$ cat src/hdl/dlbr_pkg.sv
// ----------------------------------------------------------------------------
// dlbr_pkg
// Types and constants shared by the distance LED bar renderer modules.
// ----------------------------------------------------------------------------
`timescale 1ns / 1ps
`default_nettype none

package dlbr_pkg;

    localparam int DIST_W     = 16;
    localparam int IDX_W      = 6;
    localparam int COL_W      = 3;
    localparam int STAT_W     = 3;
    localparam int BLINK_W    = 4;
    localparam int CFG_ADDR_W = 2;
    localparam int PROD_W     = DIST_W + IDX_W;
    localparam int DIV_STEPS  = IDX_W;
    localparam int STEP_W     = 3;

    localparam logic [CFG_ADDR_W-1:0] CFG_MIN_DISTANCE = 2'd0;
    localparam logic [CFG_ADDR_W-1:0] CFG_MAX_DISTANCE = 2'd1;
    localparam logic [CFG_ADDR_W-1:0] CFG_BLINK_PERIOD = 2'd2;

    localparam logic OP_MEASURE = 1'b0;
    localparam logic OP_TICK    = 1'b1;

    localparam logic [STAT_W-1:0] SENSOR_OK           = 3'd0;
    localparam logic [STAT_W-1:0] SENSOR_OUT_OF_RANGE = 3'd2;

    localparam logic [COL_W-1:0] COL_OFF    = 3'd0;
    localparam logic [COL_W-1:0] COL_ORANGE = 3'd1;
    localparam logic [COL_W-1:0] COL_BLUE   = 3'd2;
    localparam logic [COL_W-1:0] COL_RED    = 3'd3;
    localparam logic [COL_W-1:0] COL_GREEN  = 3'd4;

    localparam logic [BLINK_W-1:0] BLINK_SAT       = 4'd15;
    localparam logic [BLINK_W-1:0] BLINK_PERIOD_RST = 4'd5;
    localparam logic [DIST_W-1:0]  MIN_DIST_RST     = 16'd100;
    localparam logic [DIST_W-1:0]  MAX_DIST_RST     = 16'd500;
    localparam logic [3:0]         EMERG_LAST_PHASE = 4'd9;

    typedef struct packed {
        logic              op;
        logic [STAT_W-1:0] sensor_status;
        logic [DIST_W-1:0] dist_mm;
    } item_word_t;

    typedef struct packed {
        logic [IDX_W-1:0] pixel_index;
        logic [COL_W-1:0] pixel_colour;
        logic             frame_last;
    } pixel_word_t;

    typedef enum logic [2:0] {
        ST_IDLE,
        ST_MUL,
        ST_DIV,
        ST_UPDATE,
        ST_LOAD,
        ST_EMIT
    } ctrl_state_t;

    typedef struct packed {
        logic capture;
        logic mul;
        logic div_step;
        logic update;
        logic load;
    } dp_cmd_t;

    typedef struct packed {
        logic have_meas;
        logic div_last;
        logic word_last;
    } dp_status_t;

endpackage

`default_nettype wire

$ cat src/hdl/dlbr_ctrl.sv
// ----------------------------------------------------------------------------
// dlbr_ctrl
// Sequencer: capture, scale, update state, then stream one frame; a tick taken before any measurement starts no frame.
// ----------------------------------------------------------------------------
`timescale 1ns / 1ps
`default_nettype none

module dlbr_ctrl
    import dlbr_pkg::*;
(
    input  wire logic       clk,
    input  wire logic       rst_n,
    input  wire logic       item_valid,
    input  wire logic       item_op,
    output logic            item_stall,
    output logic            pixel_valid,
    input  wire logic       pixel_stall,
    input  wire dp_status_t stat,
    output dp_cmd_t         cmd
);

    ctrl_state_t state_reg;
    ctrl_state_t state_next;

    always_ff @(posedge clk or negedge rst_n)
    begin
        if (!rst_n)
        begin
            state_reg <= ST_IDLE;
        end
        else
        begin
            state_reg <= state_next;
        end
    end

    always_comb
    begin
        state_next = state_reg;
        case (state_reg)
            ST_IDLE:
            begin
                if (item_valid && (item_op == OP_MEASURE || stat.have_meas))
                begin
                    state_next = ST_MUL;
                end
            end
            ST_MUL:
            begin
                state_next = ST_DIV;
            end
            ST_DIV:
            begin
                if (stat.div_last)
                begin
                    state_next = ST_UPDATE;
                end
            end
            ST_UPDATE:
            begin
                state_next = ST_LOAD;
            end
            ST_LOAD:
            begin
                state_next = ST_EMIT;
            end
            ST_EMIT:
            begin
                if (!pixel_stall && stat.word_last)
                begin
                    state_next = ST_IDLE;
                end
            end
            default:
            begin
                state_next = ST_IDLE;
            end
        endcase
    end

    always_comb
    begin
        cmd         = '0;
        item_stall  = 1'b1;
        pixel_valid = 1'b0;
        case (state_reg)
            ST_IDLE:
            begin
                item_stall  = 1'b0;
                cmd.capture = item_valid;
            end
            ST_MUL:
            begin
                cmd.mul = 1'b1;
            end
            ST_DIV:
            begin
                cmd.div_step = 1'b1;
            end
            ST_UPDATE:
            begin
                cmd.update = 1'b1;
            end
            ST_LOAD:
            begin
                cmd.load = 1'b1;
            end
            ST_EMIT:
            begin
                pixel_valid = 1'b1;
                cmd.load    = !pixel_stall && !stat.word_last;
            end
            default:
            begin
                cmd = '0;
            end
        endcase
    end

endmodule

`default_nettype wire

$ cat src/hdl/dlbr_datapath.sv
// ----------------------------------------------------------------------------
// dlbr_datapath
// Configuration, held measurement, index scaler, animation state, pixel word.
// ----------------------------------------------------------------------------
`timescale 1ns / 1ps
`default_nettype none

module dlbr_datapath
    import dlbr_pkg::*;
#(
    parameter int STRIP_LENGTH = 40
)
(
    input  wire logic                  clk,
    input  wire logic                  rst_n,
    input  wire logic                  cfg_wr_en,
    input  wire logic [CFG_ADDR_W-1:0] cfg_addr,
    input  wire logic [DIST_W-1:0]     cfg_wr_data,
    input  wire item_word_t            item,
    output pixel_word_t                pixel,
    input  wire dp_cmd_t               cmd,
    output dp_status_t                 stat
);

    localparam int ZONE_SIZE_I = (STRIP_LENGTH * 10) / 100;
    localparam int ZONE_CTR_I  = (STRIP_LENGTH * 30) / 100;
    localparam int ZONE_HALF_I = ZONE_SIZE_I / 2;
    localparam int ZONE_LO_I   = (ZONE_CTR_I >= ZONE_HALF_I) ? ZONE_CTR_I - ZONE_HALF_I : 0;
    localparam int ZONE_HI_I   = (ZONE_SIZE_I == 0) ? ZONE_LO_I : ZONE_LO_I + ZONE_SIZE_I - 1;

    localparam logic [IDX_W-1:0]  ZONE_LO   = IDX_W'(ZONE_LO_I);
    localparam logic [IDX_W-1:0]  ZONE_HI   = IDX_W'(ZONE_HI_I);
    localparam logic [IDX_W-1:0]  LAST_IDX  = IDX_W'(STRIP_LENGTH - 1);
    localparam logic [IDX_W:0]    STRIP_LEN = (IDX_W + 1)'(STRIP_LENGTH);
    localparam logic [STEP_W-1:0] STEP_TOP  = STEP_W'(DIV_STEPS - 1);

    logic [DIST_W-1:0]  min_reg, max_reg;
    logic [BLINK_W-1:0] period_reg;
    logic               op_reg;
    logic [STAT_W-1:0]  status_reg;
    logic [DIST_W-1:0]  dist_reg;
    logic               have_reg;

    logic [PROD_W-1:0]  rem_reg, rem_next;
    logic [IDX_W-1:0]   quo_reg, quo_next;
    logic [STEP_W-1:0]  step_reg;

    logic [IDX_W-1:0]   pos_reg, pos_next;
    logic [IDX_W-1:0]   start_reg, start_next;
    logic [IDX_W-1:0]   end_reg, end_next;
    logic               active_reg, active_next;
    logic               fwd_reg, fwd_next;
    logic               lit_reg, lit_next;
    logic [BLINK_W-1:0] tss_reg, tss_next;

    logic [IDX_W-1:0]   pix_reg;
    logic [3:0]         phase_reg;
    pixel_word_t        word_reg, word_next;

    logic               status_ok, ge_min, le_max;
    logic               span_hit, under_min, above_max;
    logic [DIST_W-1:0]  range_w, offset_w;
    logic [PROD_W-1:0]  divisor_shift;
    logic [IDX_W-1:0]   idx;
    logic               idx_in_zone;
    logic [BLINK_W-1:0] tss_inc;
    logic [COL_W-1:0]   colour;

    // classify the held measurement
    always_comb
    begin
        status_ok = (status_reg == SENSOR_OK);
        ge_min    = (dist_reg >= min_reg);
        le_max    = (dist_reg <= max_reg);
        span_hit  = status_ok && ge_min && le_max;
        under_min = status_ok && !ge_min;
        above_max = status_ok && ge_min && !le_max;
        range_w   = max_reg - min_reg;
        offset_w  = dist_reg - min_reg;
    end

    // restoring division, one quotient bit per cycle
    always_comb
    begin
        divisor_shift = PROD_W'(range_w) << step_reg;
        rem_next      = rem_reg;
        quo_next      = quo_reg;
        if (rem_reg >= divisor_shift)
        begin
            rem_next           = rem_reg - divisor_shift;
            quo_next[step_reg] = 1'b1;
        end
    end

    always_comb
    begin
        if (range_w == '0)
        begin
            idx = '0;
        end
        else if ({1'b0, quo_reg} >= STRIP_LEN)
        begin
            idx = LAST_IDX;
        end
        else
        begin
            idx = quo_reg;
        end
        idx_in_zone = (idx >= ZONE_LO) && (idx <= ZONE_HI);
    end

    // animation and blink update
    always_comb
    begin
        pos_next    = pos_reg;
        start_next  = start_reg;
        end_next    = end_reg;
        active_next = active_reg;
        fwd_next    = fwd_reg;
        lit_next    = lit_reg;
        tss_next    = tss_reg;
        tss_inc     = (tss_reg == BLINK_SAT) ? BLINK_SAT : tss_reg + 1'b1;

        if (op_reg == OP_MEASURE)
        begin
            if (status_ok)
            begin
                if (span_hit && idx < ZONE_LO)
                begin
                    if (!active_reg || !fwd_reg)
                    begin
                        pos_next    = '0;
                        fwd_next    = 1'b1;
                        start_next  = '0;
                        end_next    = ZONE_LO;
                        active_next = 1'b1;
                    end
                end
                else if ((span_hit && idx > ZONE_HI) || above_max)
                begin
                    if (!active_reg || fwd_reg)
                    begin
                        pos_next    = LAST_IDX;
                        fwd_next    = 1'b0;
                        start_next  = LAST_IDX;
                        end_next    = ZONE_HI;
                        active_next = 1'b1;
                    end
                end
                else
                begin
                    active_next = 1'b0;
                end
            end
            else if (status_reg != SENSOR_OUT_OF_RANGE)
            begin
                active_next = 1'b0;
            end
        end
        else
        begin
            if (tss_inc >= period_reg)
            begin
                lit_next = !lit_reg;
                tss_next = '0;
            end
            else
            begin
                tss_next = tss_inc;
            end

            if (above_max && (!active_reg || fwd_reg))
            begin
                pos_next    = LAST_IDX;
                fwd_next    = 1'b0;
                start_next  = LAST_IDX;
                end_next    = ZONE_HI;
                active_next = 1'b1;
            end
            else if (active_reg)
            begin
                if (fwd_reg)
                begin
                    pos_next = pos_reg + 1'b1;
                    if (pos_next >= end_reg)
                    begin
                        pos_next = start_reg;
                    end
                end
                else if (pos_reg <= end_reg)
                begin
                    pos_next = start_reg;
                end
                else
                begin
                    pos_next = pos_reg - 1'b1;
                end
            end
        end
    end

    // colour of the pixel at pix_reg, layers in priority order
    always_comb
    begin
        colour = COL_OFF;
        if (active_reg && span_hit && pos_reg == pix_reg)
        begin
            colour = fwd_reg ? COL_ORANGE : COL_BLUE;
        end
        else if (above_max && pos_reg == pix_reg)
        begin
            colour = COL_BLUE;
        end

        if (span_hit)
        begin
            if (idx_in_zone)
            begin
                if (pix_reg >= ZONE_LO && pix_reg <= ZONE_HI)
                begin
                    colour = COL_RED;
                end
            end
            else if (pix_reg == idx)
            begin
                colour = COL_GREEN;
            end
        end

        if (under_min && lit_reg && phase_reg == '0)
        begin
            colour = COL_RED;
        end

        word_next.pixel_index  = pix_reg;
        word_next.pixel_colour = colour;
        word_next.frame_last   = (pix_reg == LAST_IDX);
    end

    always_ff @(posedge clk or negedge rst_n)
    begin
        if (!rst_n)
        begin
            min_reg    <= MIN_DIST_RST;
            max_reg    <= MAX_DIST_RST;
            period_reg <= BLINK_PERIOD_RST;
            status_reg <= '0;
            dist_reg   <= '0;
            have_reg   <= 1'b0;
            pos_reg    <= '0;
            start_reg  <= '0;
            end_reg    <= '0;
            active_reg <= 1'b0;
            fwd_reg    <= 1'b0;
            lit_reg    <= 1'b0;
            tss_reg    <= BLINK_SAT;
            step_reg   <= '0;
            pix_reg    <= '0;
            phase_reg  <= '0;
        end
        else
        begin
            if (cfg_wr_en)
            begin
                case (cfg_addr)
                    CFG_MIN_DISTANCE: min_reg    <= cfg_wr_data;
                    CFG_MAX_DISTANCE: max_reg    <= cfg_wr_data;
                    CFG_BLINK_PERIOD: period_reg <= cfg_wr_data[BLINK_W-1:0];
                    default:          period_reg <= period_reg;
                endcase
            end

            if (cmd.capture && item.op == OP_MEASURE)
            begin
                status_reg <= item.sensor_status;
                dist_reg   <= item.dist_mm;
                have_reg   <= 1'b1;
            end

            if (cmd.mul)
            begin
                step_reg <= STEP_TOP;
            end
            else if (cmd.div_step && step_reg != '0)
            begin
                step_reg <= step_reg - 1'b1;
            end

            if (cmd.update)
            begin
                pos_reg    <= pos_next;
                start_reg  <= start_next;
                end_reg    <= end_next;
                active_reg <= active_next;
                fwd_reg    <= fwd_next;
                lit_reg    <= lit_next;
                tss_reg    <= tss_next;
                pix_reg    <= '0;
                phase_reg  <= '0;
            end
            else if (cmd.load)
            begin
                pix_reg   <= pix_reg + 1'b1;
                phase_reg <= (phase_reg == EMERG_LAST_PHASE) ? 4'd0 : phase_reg + 1'b1;
            end
        end
    end

    always_ff @(posedge clk)
    begin
        if (cmd.capture)
        begin
            op_reg <= item.op;
        end
        if (cmd.mul)
        begin
            rem_reg <= PROD_W'(offset_w) * PROD_W'(LAST_IDX);
            quo_reg <= '0;
        end
        else if (cmd.div_step)
        begin
            rem_reg <= rem_next;
            quo_reg <= quo_next;
        end
        if (cmd.load)
        begin
            word_reg <= word_next;
        end
    end

    assign pixel          = word_reg;
    assign stat.have_meas = have_reg;
    assign stat.div_last  = (step_reg == '0);
    assign stat.word_last = word_reg.frame_last;

endmodule

`default_nettype wire

$ cat src/hdl/distance_led_bar_renderer.sv
// Sequence: an accepted item passes the scale, divide, update and load states before
//   the first pixel word; STRIP_LENGTH words follow, one per cycle without stall.
// Items: no new item is taken until the last word of the frame is accepted; the
//   divider has 6 steps; a tick before any measurement is taken and makes no frame.
// Reset: rst_n is asynchronous; it loads the register defaults (100, 500, 5),
//   clears the animation and held measurement and presets the blink counter to 15.
// ----------------------------------------------------------------------------
// distance_led_bar_renderer
// Maps distance words and frame ticks to a stream of per-LED colour words.
// ----------------------------------------------------------------------------
`timescale 1ns / 1ps
`default_nettype none

module distance_led_bar_renderer
    import dlbr_pkg::*;
#(
    parameter int STRIP_LENGTH = 40
)
(
    input  wire logic                  clk,
    input  wire logic                  rst_n,
    input  wire logic                  cfg_wr_en,
    input  wire logic [CFG_ADDR_W-1:0] cfg_addr,
    input  wire logic [DIST_W-1:0]     cfg_wr_data,
    input  wire logic                  item_valid,
    output logic                       item_stall,
    input  wire item_word_t            item,
    output logic                       pixel_valid,
    input  wire logic                  pixel_stall,
    output pixel_word_t                pixel
);

    dp_cmd_t    cmd;
    dp_status_t stat;

    dlbr_ctrl u_ctrl (
        .clk         (clk),
        .rst_n       (rst_n),
        .item_valid  (item_valid),
        .item_op     (item.op),
        .item_stall  (item_stall),
        .pixel_valid (pixel_valid),
        .pixel_stall (pixel_stall),
        .stat        (stat),
        .cmd         (cmd)
    );

    dlbr_datapath #(
        .STRIP_LENGTH (STRIP_LENGTH)
    ) u_datapath (
        .clk         (clk),
        .rst_n       (rst_n),
        .cfg_wr_en   (cfg_wr_en),
        .cfg_addr    (cfg_addr),
        .cfg_wr_data (cfg_wr_data),
        .item        (item),
        .pixel       (pixel),
        .cmd         (cmd),
        .stat        (stat)
    );

endmodule

`default_nettype wire

$ cat config.mk
export PLATFORM = sky130hd
export DESIGN_NAME = distance_led_bar_renderer
export DESIGN_NICKNAME = d
export VERILOG_FILES = /design/src/hdl/dlbr_pkg.sv /design/src/hdl/dlbr_ctrl.sv /design/src/hdl/dlbr_datapath.sv /design/src/hdl/distance_led_bar_renderer.sv
export SDC_FILE = /design/constraint.sdc
export NUM_CORES = 1
export LEC_CHECK = 0
export BUFFER_PORTS_ARGS = -buffer_cell sky130_fd_sc_hd__buf_4
export CAP_MARGIN = 10
export CORE_MARGIN = 10
export CORE_UTILIZATION = 53
export CTS_BUF_LIST = sky130_fd_sc_hd__clkbuf_8
export CTS_CLUSTER_DIAMETER = 30
export DETAILED_ROUTE_END_ITERATION = 10
export PLACE_DENSITY = 0.78
export SYNTH_ARGS = -nofsm -noshare
export SYNTH_HDL_FRONTEND = slang
export SYNTH_SLANG_ARGS = --single-unit
$ cat constraint.sdc
create_clock -name clk -period 8.1 [get_ports clk]
set_input_delay 1.62 -clock clk [delete_from_list [all_inputs] [get_ports clk]]
set_output_delay 1.62 -clock clk [all_outputs]
set_load 0.02 [all_outputs]
==> impl_results.md <==
- Area occupied by multi-input gates: 7350 µm²
- Cell row count: 53
- Setup TNS: 0 ns
- DR DRC count: 0
- # IOs: 55
- Synthesized cell area: 11400 µm²
- Num CTS Buffers: 17
- Dpl hpwl: 20400 µm
- Post-detailed-route via-to-cell ratio: 5.79
- Worst r2r dst: u_datapath.rem_reg[21]
- TritonCTS clock tree: built
- I/O Buffers: 54
- Fmax achieved: 157 MHz
- Most used DFF post-synth: dfrtp_1
- Sequential fraction of the synthesis area: 29.3%
- Die area: 27700 µm²
- Root buf cell: clkbuf_8
- Layout Nets: 1524
- FILL cells: 1829
- Max-slew violations: 0
- Flops & latches, synth: 127
- Crit path launch: u_datapath.dist_reg[0]
- 1st-pass router iterations: 5
- Period utilisation layout: 78.4%
- Vias: 9314
- Synth-to-layout area growth: 10.0%
- Drt initial violations: 663
- CP max stage cell: fa_1
- Largest net degree at the start of global routing: 62
- Syn Inst Count: 1280
- Max FFs per register: 22
- Dpl cell area: 12000 µm²
- Core area: 21100 µm²
- Area contributors post-synth: dfrtp_1 (16%), ha_1 (15%), edfxtp_1 (8.7%)
- Total inserted antenna cells: 0
- Die Y: 167 µm
- Share of flip-flops with an asynchronous set or reset: 69.3%
- Worst hold path cell count: 1
- Setup crit end kind: flip-flop
- GR Overflow Total: 0
- Final GP Congestion: 0.897
- Vias in the first global route: 9085
- Sequential cell area: 3330 µm²
- Post-CTS resize count: 0
- Worst skew pair latency: 0.47 ns
- Initial Utilization: 54.0%
- Critical path class: flip-flop to flip-flop
- Min cycle time layout: 6.35 ns
- Clock Sinks: 127
- Die Wd: 167 µm
- H-Tree Depth: 4
- Total Wirelength: 26100 µm
- Syn avg cell area: 8.90 µm²
- Worst reg2reg setup slack: 1.75 ns
- Slowest stage delay, CP: 0.54 ns
- Status: finished, final reports clean
- Fin area: 12500 µm²
- Synth area leader: dfrtp_1
- Worst endpoint required time: 8.28 ns
- CP most frequent cell: inv_1
- Max Cap Viol: 0
- R2R cell count: 28
- Unrepaired setup endpoints after global routing: no
- Post-CTS setup buffers: 0
- Clk pin slew, worst setup/hold paths: 0.08 ns
- All-Layer GR Usage: 18.5%
- Cell variety after synth: 75
- Worst hold path startpoint: u_datapath.have_reg
- Hold Buf Count CTS: 0
- Clock Skew: 0.0183 ns
- CTS max path bufs: 2
- Synth warn: 0
- CP startpoint kind: flip-flop
- Hold Path End: u_datapath.have_reg
- Crit path DAT: 6.54 ns
- Crit Path Max Fanout: 5
- Fin. Hold Viols: 0
- Global-route wire length before repair: 43600 µm
- Count leader, synth: inv_1
- Layout cells sized above 1: 12.5%
- Routed length per instance: 16.2 µm
- Detail Route Antenna Nets: 0
- Syn_nets: 1484
- Share of the synthesized area in the top cell type: 16.0%
- Worst slew margin: 33.9%
- Synth top cells by count: inv_1 (149), ha_1 (133), nand2_1 (102)
- Hold_ws: 0.461 ns
- Min-delay worst type: flip-flop to flip-flop
- Antenna violations before repair: 0
- Tightest Pin Transition: 0.984 ns
- Critical R2R Launch: u_datapath.dist_reg[0]
- Final setup viols: 0
- Post-synth EDFFs: 33
-- area by class of cell --
class                      instances  area share (%)
timing repair buffer              60            3.59
sequential                       127            26.6
clock inverter                    13            1.78
tap                              275            2.75
inverter                         152            4.55
multi-input combinational        962            58.7
clock buffer                      19            2.09
-- per-layer routing --
layer / share of wire (%) / routed length (µm) / track usage, % / up-vias
met1: 44 / 11500 / 22.8 / 4448
met5: 0 / 0 / 0 / -
met4: 1.9 / 483 / 5.23 / 0
met3: 4.5 / 1160 / 3.60 / 42
li1: - / - / - / 4595
met2: 50 / 13000 / 31.9 / 229
-- worst max-delay path by stage --
stage	to	slack (ns)	depth (start not counted)
2_1_floorplan	u_datapath.rem_reg[0]	2.10	22
3_3_place_gp	u_datapath.rem_reg[21]	1.97	28
3_5_place_dp	u_datapath.rem_reg[21]	1.80	28
4_1_cts	u_datapath.rem_reg[21]	1.76	28
5_1_grt	u_datapath.rem_reg[21]	1.36	28
6_report	u_datapath.rem_reg[21]	1.75	28
-- placed cells by master (no fill, tap or decap), types with 6 or more instances in the layout --
cell / n
a211oi_1: 14
a21o_1: 38
a21oi_1: 85
a31oi_1: 12
and2_1: 6
and3_1: 10
buf_4: 60
clkbuf_8: 19
dfrtp_1: 73
dfstp_2: 15
dfxtp_1: 6
edfxtp_1: 33
fa_1: 28
ha_1: 133
inv_1: 149
mux2_2: 40
mux2i_1: 22
nand2_1: 102
nand2b_1: 19
nand3_1: 22
nand4_1: 14
nor2_1: 81
nor2b_1: 12
nor3_1: 28
nor4_1: 7
o21a_1: 7
o21ai_0: 78
o21bai_1: 7
o31ai_1: 17
or3_1: 17
xnor2_1: 44
xor2_1: 32
-- cells by family after synthesis --
group | Yosys count | share of synthesized area (%)
AND/OR/NAND/NOR | 342 | 14.8
AO/OA/AOI/OAI | 320 | 18.2
buffers and inverters | 191 | 6.36
adder cells (fa/ha/maj) | 161 | 19.5
flip-flops | 127 | 29.3
XOR/XNOR | 77 | 5.99
multiplexers | 62 | 5.89
-- critical path, delay by kind of cell (launching register included) --
family | cells | cell delay [ns]
xor+xnor | 1 | 0.23
fa+ha+maj | 6 | 2.10
buf+inv | 7 | 0.55
flops | 1 | 0.37
compound gates | 12 | 2.36
simple gates | 2 | 0.45
-- metrics by stage --
| stage | setup WS, ns | util [%] | cells |
|---|---|---|---|
| finish | 1.75 | 59.4 | 1608 |
| global route | 1.36 | 59.4 | 1608 |
| CTS | 1.76 | 59.4 | 1608 |
| detailed placement | 1.80 | 57.1 | 1576 |
| global placement | 1.97 | 57.1 | 1576 |
| floorplan | 2.10 | - | 1280 |
Power is not shown: default switching activity piles up to over one toggle a cycle in this logic, so the estimate is an artifact.
